### config.mk
export PLATFORM = sky130hd
export DESIGN_NAME = lfu_slot_table_replacement_flat
export DESIGN_NICKNAME = d
export VERILOG_FILES = /design/src/hw/rtl/lfu_pkg.sv /design/src/hw/rtl/lfu_if.sv /design/src/hw/rtl/lfu_id_reduce.sv /design/src/hw/rtl/lfu_scan.sv /design/src/hw/rtl/lfu_slot_table_replacement.sv /design/src/flat_wrapper.sv
export SDC_FILE = /design/constraint.sdc
export NUM_CORES = 2
export LEC_CHECK = 0
export ABC_AREA = 1
export BUFFER_PORTS_ARGS = -buffer_cell sky130_fd_sc_hd__buf_2
export CAP_MARGIN = 15
export CORE_MARGIN = 1
export CORE_UTILIZATION = 30
export CTS_CLUSTER_SIZE = 8
export DETAILED_ROUTE_END_ITERATION = 10
export GPL_TIMING_DRIVEN = 1
export HOLD_SLACK_MARGIN = 0.05
export PLACE_DENSITY = 0.42
export SETUP_SLACK_MARGIN = 0.05
export SLEW_MARGIN = 40
export SYNTH_ARGS = -nofsm -noshare
export SYNTH_HDL_FRONTEND = slang
export SYNTH_HIERARCHICAL = 1
export SYNTH_SLANG_ARGS = --single-unit
### constraint.sdc
create_clock -name clock -period 5.8 [get_ports clock]
set_input_delay 0.58 -clock clock [delete_from_list [all_inputs] [get_ports clock]]
set_output_delay 0.58 -clock clock [all_outputs]
set_load 0.02 [all_outputs]
### src/hw/rtl/lfu_pkg.sv
// Shared types and constants for the LFU slot table.
`timescale 1ns / 1ps

package lfu_pkg;

   localparam int ID_IN_W    = 7;
   localparam int STAMP_W    = 16;
   localparam int SLOT_OUT_W = 5;
   localparam int EVICT_W    = 7;
   localparam int COUNT_W    = 16;
   localparam int CFG_W      = 6;

   localparam logic [COUNT_W-1:0] COUNT_MAX   = '1;
   localparam logic [COUNT_W-1:0] COUNT_FIRST = COUNT_W'(1);
   localparam logic [CFG_W-1:0]   CFG_RESET   = CFG_W'(32);

   typedef enum logic [1:0] {
      ACT_HIT     = 2'd0,
      ACT_FILL    = 2'd1,
      ACT_REPLACE = 2'd2
   } lfu_action_type;

   typedef enum logic [2:0] {
      ST_CLEAR,
      ST_IDLE,
      ST_LOOKUP,
      ST_HIT,
      ST_SCAN,
      ST_EVICT,
      ST_WRITE
   } lfu_state_type;

   typedef struct packed {
      logic load;
      logic first;
   } lfu_scan_ctrl_type;

endpackage

### src/hw/rtl/lfu_if.sv
// Request, response and register-write channel interfaces.
`timescale 1ns / 1ps

interface lfu_req_if import lfu_pkg::*; ();
   logic                 valid;
   logic                 ready;
   logic [ID_IN_W-1:0]   candidate_id;
   logic [STAMP_W-1:0]   stamp;

   modport source (output valid, output candidate_id, output stamp, input ready);
   modport sink   (input valid, input candidate_id, input stamp, output ready);
endinterface

interface lfu_rsp_if import lfu_pkg::*; ();
   logic                  valid;
   logic                  ready;
   logic [SLOT_OUT_W-1:0] slot;
   lfu_action_type        action;
   logic [EVICT_W-1:0]    evicted_id;
   logic [COUNT_W-1:0]    new_count;

   modport source (output valid, output slot, output action, output evicted_id,
                   output new_count, input ready);
   modport sink   (input valid, input slot, input action, input evicted_id,
                   input new_count, output ready);
endinterface

interface lfu_csr_if import lfu_pkg::*; ();
   logic              valid;
   logic              ready;
   logic [CFG_W-1:0]  active_slots;

   modport source (output valid, output active_slots, input ready);
   modport sink   (input valid, input active_slots, output ready);
endinterface

### src/hw/rtl/lfu_id_reduce.sv
// Reduces a raw request id modulo the id space by restoring subtract steps.
`timescale 1ns / 1ps

module lfu_id_reduce import lfu_pkg::*; #(
   parameter int ID_COUNT = 128,
   parameter int ID_W     = 7
) (
   input  logic [ID_IN_W-1:0] raw_id,
   output logic [ID_W-1:0]    id
);

   always_comb begin
      logic [ID_IN_W-1:0] rem;
      rem = raw_id;
      // subtract shifted multiples of the id space, largest first
      for (int k = ID_IN_W - 1; k >= 0; k--) begin
         if ((ID_COUNT << k) < (1 << ID_IN_W)) begin
            if (rem >= ID_IN_W'(ID_COUNT << k)) begin
               rem = rem - ID_IN_W'(ID_COUNT << k);
            end
         end
      end
      id = ID_W'(rem);
   end

endmodule

### src/hw/rtl/lfu_scan.sv
// Shared compare unit and best-so-far registers for the victim search.
`timescale 1ns / 1ps

module lfu_scan import lfu_pkg::*; #(
   parameter int SLOT_W = 5,
   parameter int ID_W   = 7
) (
   input  logic                clock,
   input  lfu_scan_ctrl_type   ctrl,
   input  logic [SLOT_W-1:0]   idx,
   input  logic [ID_W-1:0]     owner,
   input  logic [COUNT_W-1:0]  count,
   input  logic [STAMP_W-1:0]  stamp,
   output logic [SLOT_W-1:0]   best_slot,
   output logic [ID_W-1:0]     best_owner
);

   logic [COUNT_W-1:0] best_count_ff;
   logic [STAMP_W-1:0] best_stamp_ff;
   logic [SLOT_W-1:0]  best_slot_ff;
   logic [ID_W-1:0]    best_owner_ff;
   logic               better;

   // strict compares keep the lower index on a full tie
   assign better = ctrl.first || (count < best_count_ff) ||
                   ((count == best_count_ff) && (stamp < best_stamp_ff));

   always_ff @(posedge clock) begin
      if (ctrl.load && better) begin
         best_count_ff <= count;
         best_stamp_ff <= stamp;
         best_slot_ff  <= idx;
         best_owner_ff <= owner;
      end
   end

   assign best_slot  = best_slot_ff;
   assign best_owner = best_owner_ff;

endmodule

### src/hw/rtl/lfu_slot_table_replacement.sv
// Each request passes through LOOKUP, then HIT and WRITE on a hit, WRITE alone on a fill, or
// SCAN over the filled slots, EVICT and WRITE on a replace. One request is handled at a time;
// it is held in WRITE while a result waits. The next is taken once the result is registered.
// The replace path walks the slot table memory one entry per cycle through one compare unit.
// Reset: synchronous; after it every id map entry is swept clear in turn,
// during which no request is taken (register writes are accepted throughout).
`timescale 1ns / 1ps

module lfu_slot_table_replacement import lfu_pkg::*; #(
   parameter int MAX_SLOTS = 32,
   parameter int ID_COUNT  = 128
) (
   input  logic      clock,
   input  logic      reset,
   lfu_req_if.sink   req_if,
   lfu_rsp_if.source rsp_if,
   lfu_csr_if.sink   csr_if
);

   localparam int SLOT_W = (MAX_SLOTS > 1) ? $clog2(MAX_SLOTS) : 1;
   localparam int USED_W = $clog2(MAX_SLOTS + 1);
   localparam int ID_W   = $clog2(ID_COUNT);
   localparam int MAP_W  = SLOT_W + 1;
   localparam int CMP_W  = (USED_W > CFG_W) ? USED_W : CFG_W;

   typedef struct packed {
      logic [ID_W-1:0]    owner;
      logic [COUNT_W-1:0] count;
      logic [STAMP_W-1:0] stamp;
   } slot_entry_type;

   // memories
   logic [MAP_W-1:0] map_mem [ID_COUNT];
   slot_entry_type   slot_mem [MAX_SLOTS];
   logic [MAP_W-1:0] map_rd_ff;
   slot_entry_type   slot_rd_ff;

   // control state
   lfu_state_type    state_ff, state_in;
   logic [CFG_W-1:0] active_ff;
   logic [USED_W-1:0] used_ff, used_in;
   logic [ID_W-1:0]  clr_idx_ff, clr_idx_in;
   logic [SLOT_W-1:0] scan_idx_ff, scan_idx_in;
   logic             rsp_valid_ff, rsp_valid_in;

   // per-request payload
   logic [ID_W-1:0]    id_ff, id_in;
   logic [STAMP_W-1:0] stamp_ff, stamp_in;
   logic [SLOT_W-1:0]  slot_ff, slot_in;
   lfu_action_type     action_ff, action_in;
   logic [ID_W-1:0]    evict_ff, evict_in;
   logic [COUNT_W-1:0] count_ff, count_in;

   logic [SLOT_OUT_W-1:0] rsp_slot_ff;
   lfu_action_type        rsp_action_ff;
   logic [EVICT_W-1:0]    rsp_evict_ff;
   logic [COUNT_W-1:0]    rsp_count_ff;

   // control wires
   logic              req_accept;
   logic              out_free;
   logic              map_hit;
   logic [SLOT_W-1:0] map_slot;
   logic [CMP_W-1:0]  eff_slots;
   logic              has_free;
   logic              scan_last;
   logic              clr_last;
   logic [ID_W-1:0]   req_id;
   logic              map_we;
   logic [ID_W-1:0]   map_waddr;
   logic [MAP_W-1:0]  map_wdata;
   logic              slot_we;
   logic [SLOT_W-1:0] slot_raddr;
   lfu_scan_ctrl_type scan_ctrl;
   logic [SLOT_W-1:0] best_slot;
   logic [ID_W-1:0]   best_owner;
   logic [COUNT_W-1:0] hit_count;

   lfu_id_reduce #(
      .ID_COUNT (ID_COUNT),
      .ID_W     (ID_W)
   ) u_id_reduce (
      .raw_id (req_if.candidate_id),
      .id     (req_id)
   );

   lfu_scan #(
      .SLOT_W (SLOT_W),
      .ID_W   (ID_W)
   ) u_scan (
      .clock      (clock),
      .ctrl       (scan_ctrl),
      .idx        (scan_idx_ff),
      .owner      (slot_rd_ff.owner),
      .count      (slot_rd_ff.count),
      .stamp      (slot_rd_ff.stamp),
      .best_slot  (best_slot),
      .best_owner (best_owner)
   );

   assign req_if.ready = (state_ff == ST_IDLE);
   assign csr_if.ready = 1'b1;
   assign req_accept   = req_if.valid && req_if.ready;
   assign out_free     = !rsp_valid_ff || rsp_if.ready;

   assign map_hit  = map_rd_ff[SLOT_W];
   assign map_slot = map_rd_ff[SLOT_W-1:0];

   always_comb begin
      if (active_ff == '0) begin
         eff_slots = CMP_W'(1);
      end else if (CMP_W'(active_ff) > CMP_W'(MAX_SLOTS)) begin
         eff_slots = CMP_W'(MAX_SLOTS);
      end else begin
         eff_slots = CMP_W'(active_ff);
      end
   end

   assign has_free  = CMP_W'(used_ff) < eff_slots;
   assign scan_last = USED_W'(scan_idx_ff) == USED_W'(used_ff - USED_W'(1));
   assign clr_last  = clr_idx_ff == ID_W'(ID_COUNT - 1);
   assign hit_count = (slot_rd_ff.count == COUNT_MAX) ? slot_rd_ff.count
                                                      : slot_rd_ff.count + COUNT_W'(1);

   // next state
   always_comb begin
      state_in = state_ff;
      unique case (state_ff)
         ST_CLEAR:  if (clr_last) state_in = ST_IDLE;
         ST_IDLE:   if (req_accept) state_in = ST_LOOKUP;
         ST_LOOKUP: begin
            if (map_hit) begin
               state_in = ST_HIT;
            end else if (has_free) begin
               state_in = ST_WRITE;
            end else begin
               state_in = ST_SCAN;
            end
         end
         ST_HIT:    state_in = ST_WRITE;
         ST_SCAN:   if (scan_last) state_in = ST_EVICT;
         ST_EVICT:  state_in = ST_WRITE;
         ST_WRITE:  if (out_free) state_in = ST_IDLE;
         default:   state_in = ST_IDLE;
      endcase
   end

   // outputs and datapath
   always_comb begin
      clr_idx_in   = clr_idx_ff;
      scan_idx_in  = scan_idx_ff;
      used_in      = used_ff;
      rsp_valid_in = rsp_valid_ff && !rsp_if.ready;
      id_in        = id_ff;
      stamp_in     = stamp_ff;
      slot_in      = slot_ff;
      action_in    = action_ff;
      evict_in     = evict_ff;
      count_in     = count_ff;
      map_we       = 1'b0;
      map_waddr    = id_ff;
      map_wdata    = {1'b1, slot_ff};
      slot_we      = 1'b0;
      slot_raddr   = '0;
      scan_ctrl    = '{load: 1'b0, first: 1'b0};
      unique case (state_ff)
         ST_CLEAR: begin
            map_we     = 1'b1;
            map_waddr  = clr_idx_ff;
            map_wdata  = '0;
            clr_idx_in = clr_idx_ff + ID_W'(1);
         end
         ST_IDLE: begin
            id_in    = req_id;
            stamp_in = req_if.stamp;
         end
         ST_LOOKUP: begin
            evict_in    = '0;
            count_in    = COUNT_FIRST;
            scan_idx_in = '0;
            if (map_hit) begin
               action_in  = ACT_HIT;
               slot_in    = map_slot;
               slot_raddr = map_slot;
            end else if (has_free) begin
               action_in = ACT_FILL;
               slot_in   = SLOT_W'(used_ff);
            end else begin
               action_in = ACT_REPLACE;
            end
         end
         ST_HIT: begin
            // keep the slot's insertion stamp, bump the count
            count_in = hit_count;
            stamp_in = slot_rd_ff.stamp;
         end
         ST_SCAN: begin
            scan_ctrl   = '{load: 1'b1, first: (scan_idx_ff == '0)};
            scan_idx_in = scan_idx_ff + SLOT_W'(1);
            slot_raddr  = scan_idx_ff + SLOT_W'(1);
         end
         ST_EVICT: begin
            slot_in   = best_slot;
            evict_in  = best_owner;
            map_we    = 1'b1;
            map_waddr = best_owner;
            map_wdata = '0;
         end
         ST_WRITE: begin
            if (out_free) begin
               map_we       = 1'b1;
               slot_we      = 1'b1;
               rsp_valid_in = 1'b1;
               if (action_ff == ACT_FILL) begin
                  used_in = used_ff + USED_W'(1);
               end
            end
         end
         default: begin
         end
      endcase
   end

   always_ff @(posedge clock) begin
      if (reset) begin
         state_ff     <= ST_CLEAR;
         clr_idx_ff   <= '0;
         used_ff      <= '0;
         rsp_valid_ff <= 1'b0;
         active_ff    <= CFG_RESET;
         scan_idx_ff  <= '0;
      end else begin
         state_ff     <= state_in;
         clr_idx_ff   <= clr_idx_in;
         used_ff      <= used_in;
         rsp_valid_ff <= rsp_valid_in;
         scan_idx_ff  <= scan_idx_in;
         if (csr_if.valid && csr_if.ready) begin
            active_ff <= csr_if.active_slots;
         end
      end
   end

   always_ff @(posedge clock) begin
      id_ff     <= id_in;
      stamp_ff  <= stamp_in;
      slot_ff   <= slot_in;
      action_ff <= action_in;
      evict_ff  <= evict_in;
      count_ff  <= count_in;
      if (state_ff == ST_WRITE && out_free) begin
         rsp_slot_ff   <= SLOT_OUT_W'(slot_ff);
         rsp_action_ff <= action_ff;
         rsp_evict_ff  <= EVICT_W'(evict_ff);
         rsp_count_ff  <= count_ff;
      end
   end

   // id map: one write port, one registered read port
   always_ff @(posedge clock) begin
      if (map_we) begin
         map_mem[map_waddr] <= map_wdata;
      end
      map_rd_ff <= map_mem[req_id];
   end

   // slot table: one write port, one registered read port
   always_ff @(posedge clock) begin
      if (slot_we) begin
         slot_mem[slot_ff] <= '{owner: id_ff, count: count_ff, stamp: stamp_ff};
      end
      slot_rd_ff <= slot_mem[slot_raddr];
   end

   assign rsp_if.valid      = rsp_valid_ff;
   assign rsp_if.slot       = rsp_slot_ff;
   assign rsp_if.action     = rsp_action_ff;
   assign rsp_if.evicted_id = rsp_evict_ff;
   assign rsp_if.new_count  = rsp_count_ff;

   a_used_bound: assert property (@(posedge clock) disable iff (reset)
      used_ff <= USED_W'(MAX_SLOTS))
      else $error("slot fill count beyond table size");

   a_evict_zero: assert property (@(posedge clock) disable iff (reset)
      (rsp_if.valid && rsp_if.action != ACT_REPLACE) |-> (rsp_if.evicted_id == '0))
      else $error("evicted id set on hit or fill");

   a_count_nonzero: assert property (@(posedge clock) disable iff (reset)
      rsp_if.valid |-> (rsp_if.new_count != '0))
      else $error("zero use count in result");

   a_scan_range: assert property (@(posedge clock) disable iff (reset)
      (state_ff == ST_SCAN) |-> (USED_W'(scan_idx_ff) < used_ff))
      else $error("victim scan beyond filled slots");

   a_fill_grows: assert property (@(posedge clock) disable iff (reset)
      (state_ff == ST_WRITE && out_free && action_ff == ACT_FILL)
         |=> (used_ff == USED_W'($past(used_ff) + USED_W'(1))))
      else $error("fill did not advance slot count");

endmodule
### src/flat_wrapper.sv
// flat-port wrapper written by rule: the top's interface ports become plain ports
module lfu_slot_table_replacement_flat import lfu_pkg::*;
#(
   parameter int MAX_SLOTS = 32,
   parameter int ID_COUNT  = 128
)
  (clock, reset, req_if_valid, req_if_candidate_id, req_if_stamp, req_if_ready, rsp_if_valid, rsp_if_slot, rsp_if_action, rsp_if_evicted_id, rsp_if_new_count, rsp_if_ready, csr_if_valid, csr_if_active_slots, csr_if_ready);
  lfu_req_if req_if_i ();
  lfu_rsp_if rsp_if_i ();
  lfu_csr_if csr_if_i ();
  input  logic clock;
  input  logic reset;
  input wire logic [$bits(req_if_i.valid)-1:0] req_if_valid;
  input wire logic [$bits(req_if_i.candidate_id)-1:0] req_if_candidate_id;
  input wire logic [$bits(req_if_i.stamp)-1:0] req_if_stamp;
  output wire logic [$bits(req_if_i.ready)-1:0] req_if_ready;
  output wire logic [$bits(rsp_if_i.valid)-1:0] rsp_if_valid;
  output wire logic [$bits(rsp_if_i.slot)-1:0] rsp_if_slot;
  output wire logic [$bits(rsp_if_i.action)-1:0] rsp_if_action;
  output wire logic [$bits(rsp_if_i.evicted_id)-1:0] rsp_if_evicted_id;
  output wire logic [$bits(rsp_if_i.new_count)-1:0] rsp_if_new_count;
  input wire logic [$bits(rsp_if_i.ready)-1:0] rsp_if_ready;
  input wire logic [$bits(csr_if_i.valid)-1:0] csr_if_valid;
  input wire logic [$bits(csr_if_i.active_slots)-1:0] csr_if_active_slots;
  output wire logic [$bits(csr_if_i.ready)-1:0] csr_if_ready;
  assign req_if_i.valid = req_if_valid;
  assign req_if_i.candidate_id = req_if_candidate_id;
  assign req_if_i.stamp = req_if_stamp;
  assign req_if_ready = req_if_i.ready;
  assign rsp_if_valid = rsp_if_i.valid;
  assign rsp_if_slot = rsp_if_i.slot;
  assign rsp_if_action = rsp_if_i.action;
  assign rsp_if_evicted_id = rsp_if_i.evicted_id;
  assign rsp_if_new_count = rsp_if_i.new_count;
  assign rsp_if_i.ready = rsp_if_ready;
  assign csr_if_i.valid = csr_if_valid;
  assign csr_if_i.active_slots = csr_if_active_slots;
  assign csr_if_ready = csr_if_i.ready;
  lfu_slot_table_replacement #(.MAX_SLOTS(MAX_SLOTS), .ID_COUNT(ID_COUNT)) u_core (.clock(clock), .reset(reset), .req_if(req_if_i), .rsp_if(rsp_if_i), .csr_if(csr_if_i));
endmodule
==> key figures <==
Global route
  – Overflow after GRT: 0
  – Antenna violations before repair: 12
  – Vias in the first global route: 62500
  – First-pass GRT wire length: 441000 um
  – Largest net degree at the start of global routing: 164
  – GRT Total Usage: 19.1%

Clocking
  – Root buffer cell: clkbuf_16
  – CTS H-tree depth: 5
  – Setup bufs post-CTS: 0
  – Num CTS Buffers: 319
  – TritonCTS clock tree: done
  – Sink Count: 2216
  – Skew-Pair Late Insertion Delay: 860 ps
  – Worst-path clk slew: 50 ps
  – CTS Buffer Depth: 4
  – Post-CTS sizing: 0

Power and ir drop
  – Leakage: 40.2 nW
  – Int Pwr: 32.7 mW
  – Flop pwr share: 41.6%
  – Worst VDD drop: 497 uV
  – Combinational group share of total power: 23.3%
  – Clk network pwr share: 35.1%
  – Switching share of total power: 32.7%
  – Psw: 15.9 mW
  – PwrDens: 449 nW/um^2
  – Final total power: 48.6 mW

Floorplan
  – Die Area: 313000 sq um
  – Height of the die: 559 um
  – Placement Rows: 204
  – Horiz. Die Dim: 559 um
  – Initial core utilization: 30.2%
  – Core area: 309000 sq um
  – # IOs: 67

Drt
  – Initial DRC count: 5191
  – DRT Pass-1 Iters: 11
  – Wire per inst: 23.8 um
  – DRT antenna net count: 0
  – Drt drc: 6
  – Final WL: 304000 um
  – Via count: 62800
  – Via density: 4.91

Timing
  – Setup TNS: 0 ps
  – RSZ-0062 raised after global routing: no
  – Fmax: 213 MHz
  – Clock period minus worst slack: 4700 ps
  – Clock skew: 47.2 ps
  – Max Slew Vio Count: 0
  – Period utilization: 81.0%
  – Measured slew at the worst slew-check pin: 986 ps
  – Slew headroom: 34.2%
  – Final Hold Fails: 0
  – Final setup vio count: 0

Final layout
  – Area Growth Syn to Fin: 16.2%
  – Nets: 8582
  – Commonest cells after routing, fill and taps aside: nand2_1 (2680), edfxtp_1 (2143), nand3_1 (1949), inv_1 (468), clkbuf_16 (329)
  – Share of layout cells above drive strength 1: 8.03%
  – Commonest non-fill, non-tap cell in the layout: nand2_1

Critical path
  – Crit. Startpoint: u_core/state_ff[2]$_SDFFE_PP0P_
  – CP startpoint kind: flop
  – Worst Path Required: 6260 ps
  – Crit Path Category: reg -> reg
  – CP Capture Type: flop
  – FF-to-FF setup slack: 1100 ps
  – Worst R2R Start: u_core/state_ff[2]$_SDFFE_PP0P_
  – Crit-path max FO: 38
  – CP arrival: 5160 ps

Placement
  – RePlAce Congestion: 0.802
  – Dpl hpwl: 167000 um
  – Port bufs: 65

Yosys
  – Register bit total from synthesis: 2216
  – Post-Syn Area: 93100 sq um
  – Post-synth cell types: 41
  – Seq/Total Area, Yosys: 70.7%
  – Post-synthesis cell count: 8427
  – YS warnings: 6
  – Syn Area/Cell: 11.1 sq um
  – Post-Syn Nets: 8503

Worst hold path
  – Hold path startpoint: req_if_stamp[12]
  – Hold crit path type: in -> reg

Run status
  – Failing checks: DRC
  – Status: finished with violations

Run
  – Max-cap violations: 0
[sequential cells by signal, indices dropped and copies added (netlist names), 3 cells and up]
| name | count |
|---|---|
| u_core/u_scan/best_owner | 7 |
| u_core/used_ff | 6 |
| u_core/map_mem | 768 |
| u_core/state_ff | 3 |
| u_core/id_ff | 7 |
| u_core/slot_mem | 1248 |
| u_core/u_scan/best_slot | 5 |
| u_core/slot_ff | 5 |
| u_core/rsp_if.slot | 5 |
| u_core/slot_rd_ff | 39 |
| u_core/active_ff | 6 |
| u_core/u_scan/best_count_ff | 16 |
| u_core/stamp_ff | 16 |
| u_core/rsp_if.new_count | 16 |
| u_core/clr_idx_ff | 7 |
| u_core/count_ff | 16 |
| u_core/u_scan/best_stamp_ff | 16 |
| u_core/rsp_if.evicted_id | 7 |
| u_core/map_rd_ff | 6 |
| u_core/scan_idx_ff | 5 |
| u_core/evict_ff | 7 |
[cell families after synthesis]
family,Yosys count,share of synthesized area (%)
AO/OA/AOI/OAI,101,0.643
XOR/XNOR,6,0.0564
other,1,0.00403
adder cells (fa/ha/maj),42,0.564
flip-flops,2216,70.7
AND/OR/NAND/NOR,5049,23.6
buffers and inverters,1012,4.48
[stage by stage]
| step | instances | hold slack, ps | instance area [sq um] | util [%] | setup slack, ps |
|---|---|---|---|---|---|
| detailed placement | 12300 | 406 | 99000 | 32.1 | 1100 |
| finish | 12800 | 117 | 108000 | 35.1 | 1100 |
| CTS | 12800 | 54.6 | 108000 | 35.0 | 1040 |
| global route | 12800 | 109 | 108000 | 35.1 | 793 |
| global placement | 12300 | 410 | 98400 | 31.9 | 1070 |
| floorplan | 8427 | 386 | 93100 | - | 793 |
[critical path, stage by stage, from the launching register on]
cell     delay, ps
dfxtp_1        630
nand3_2        520
nand2_2        480
inv_4          290
buf_4          380
a21oi_1        320
inv_1           90
nor2_1         370
nand2_1        490
nor2_1         640
[path summary, 6_finish.rpt]
kind,cells past startpoint,to
max,9,u_core/map_mem[53][4]$_DFFE_PP_
min,3,u_core/stamp_ff[12]$_DFFE_PP_
max reg2reg,9,u_core/map_mem[53][4]$_DFFE_PP_
min reg2reg,0,u_core/u_scan/best_owner[1]$_DFFE_PP_
[per-layer routing]
metal	track usage [%]	part of all wire, %
met4	7.07	3.7
met2	31.7	48
met1	25.1	44
met3	2.83	5.1
met5	0	0.019
[power by group through the flow]
stage | clock, mW | sequential, mW | combinational, mW
finish | 17.1 | 20.2 | 11.3
global route | 18.1 | 20.3 | 12.4
CTS | 17.5 | 20.2 | 11.5
detailed placement | 0 | 20.5 | 11.5
global placement | 0 | 20.5 | 11.4
floorplan | 0 | 20.7 | 6.32
[what timing repair did]
action / in CTS / in global routing
setup endpoints to repair: 0 / 0
hold buffers: 21 / 0
endpoints found under the hold margin: 16 / 0
[area by class of cell]
| type | instances | area, sq um |
|---|---|---|
| well taps | 4120 | 5150 |
| fillers | 30700 | 201000 |
| flip-flops and latches | 2216 | 65800 |
| clock buffers | 469 | 8760 |
| clock inverters | 14 | 169 |
| repair buffers | 281 | 2920 |
| diodes | 1 | 2.50 |
| inverters | 489 | 1870 |
| multi-input cells | 5199 | 23600 |
[Yosys cell counts]
library cell | count | area (sq um)
a211oi_1 | 4 | 30.0
a21o_1 | 1 | 7.51
a21oi_1 | 38 | 190
a21oi_2 | 2 | 17.5
a21oi_4 | 3 | 48.8
a31oi_1 | 8 | 50.1
buf_1 | 46 | 173
buf_2 | 220 | 1100
buf_4 | 25 | 188
clkbuf_1 | 232 | 871
clkinv_1 | 3 | 11.3
conb_1 | 1 | 3.75
dfxtp_1 | 73 | 1460
edfxtp_1 | 2143 | 64400
ha_1 | 42 | 526
inv_1 | 472 | 1770
inv_2 | 13 | 48.8
inv_4 | 1 | 6.26
nand2_1 | 2681 | 10100
nand2_2 | 5 | 31.3
nand2_4 | 1 | 11.3
nand3_1 | 1953 | 9770
nand3_2 | 4 | 40.0
nand3b_1 | 117 | 878
nand4_1 | 15 | 93.8
nor2_1 | 246 | 923
nor2_2 | 5 | 31.3
nor2_4 | 3 | 33.8
nor3_1 | 14 | 70.1
nor3b_1 | 2 | 15.0
nor4_1 | 2 | 12.5
o21a_1 | 2 | 15.0
o21ai_0 | 27 | 135
o21ai_1 | 6 | 30.0
o21ai_2 | 4 | 35.0
o21bai_1 | 1 | 7.51
o22ai_1 | 4 | 25.0
o31ai_1 | 1 | 7.51
or2_2 | 1 | 6.26
xnor2_1 | 2 | 17.5
xor2_1 | 4 | 35.0
Note: power is estimated with default switching activity, not from simulation.
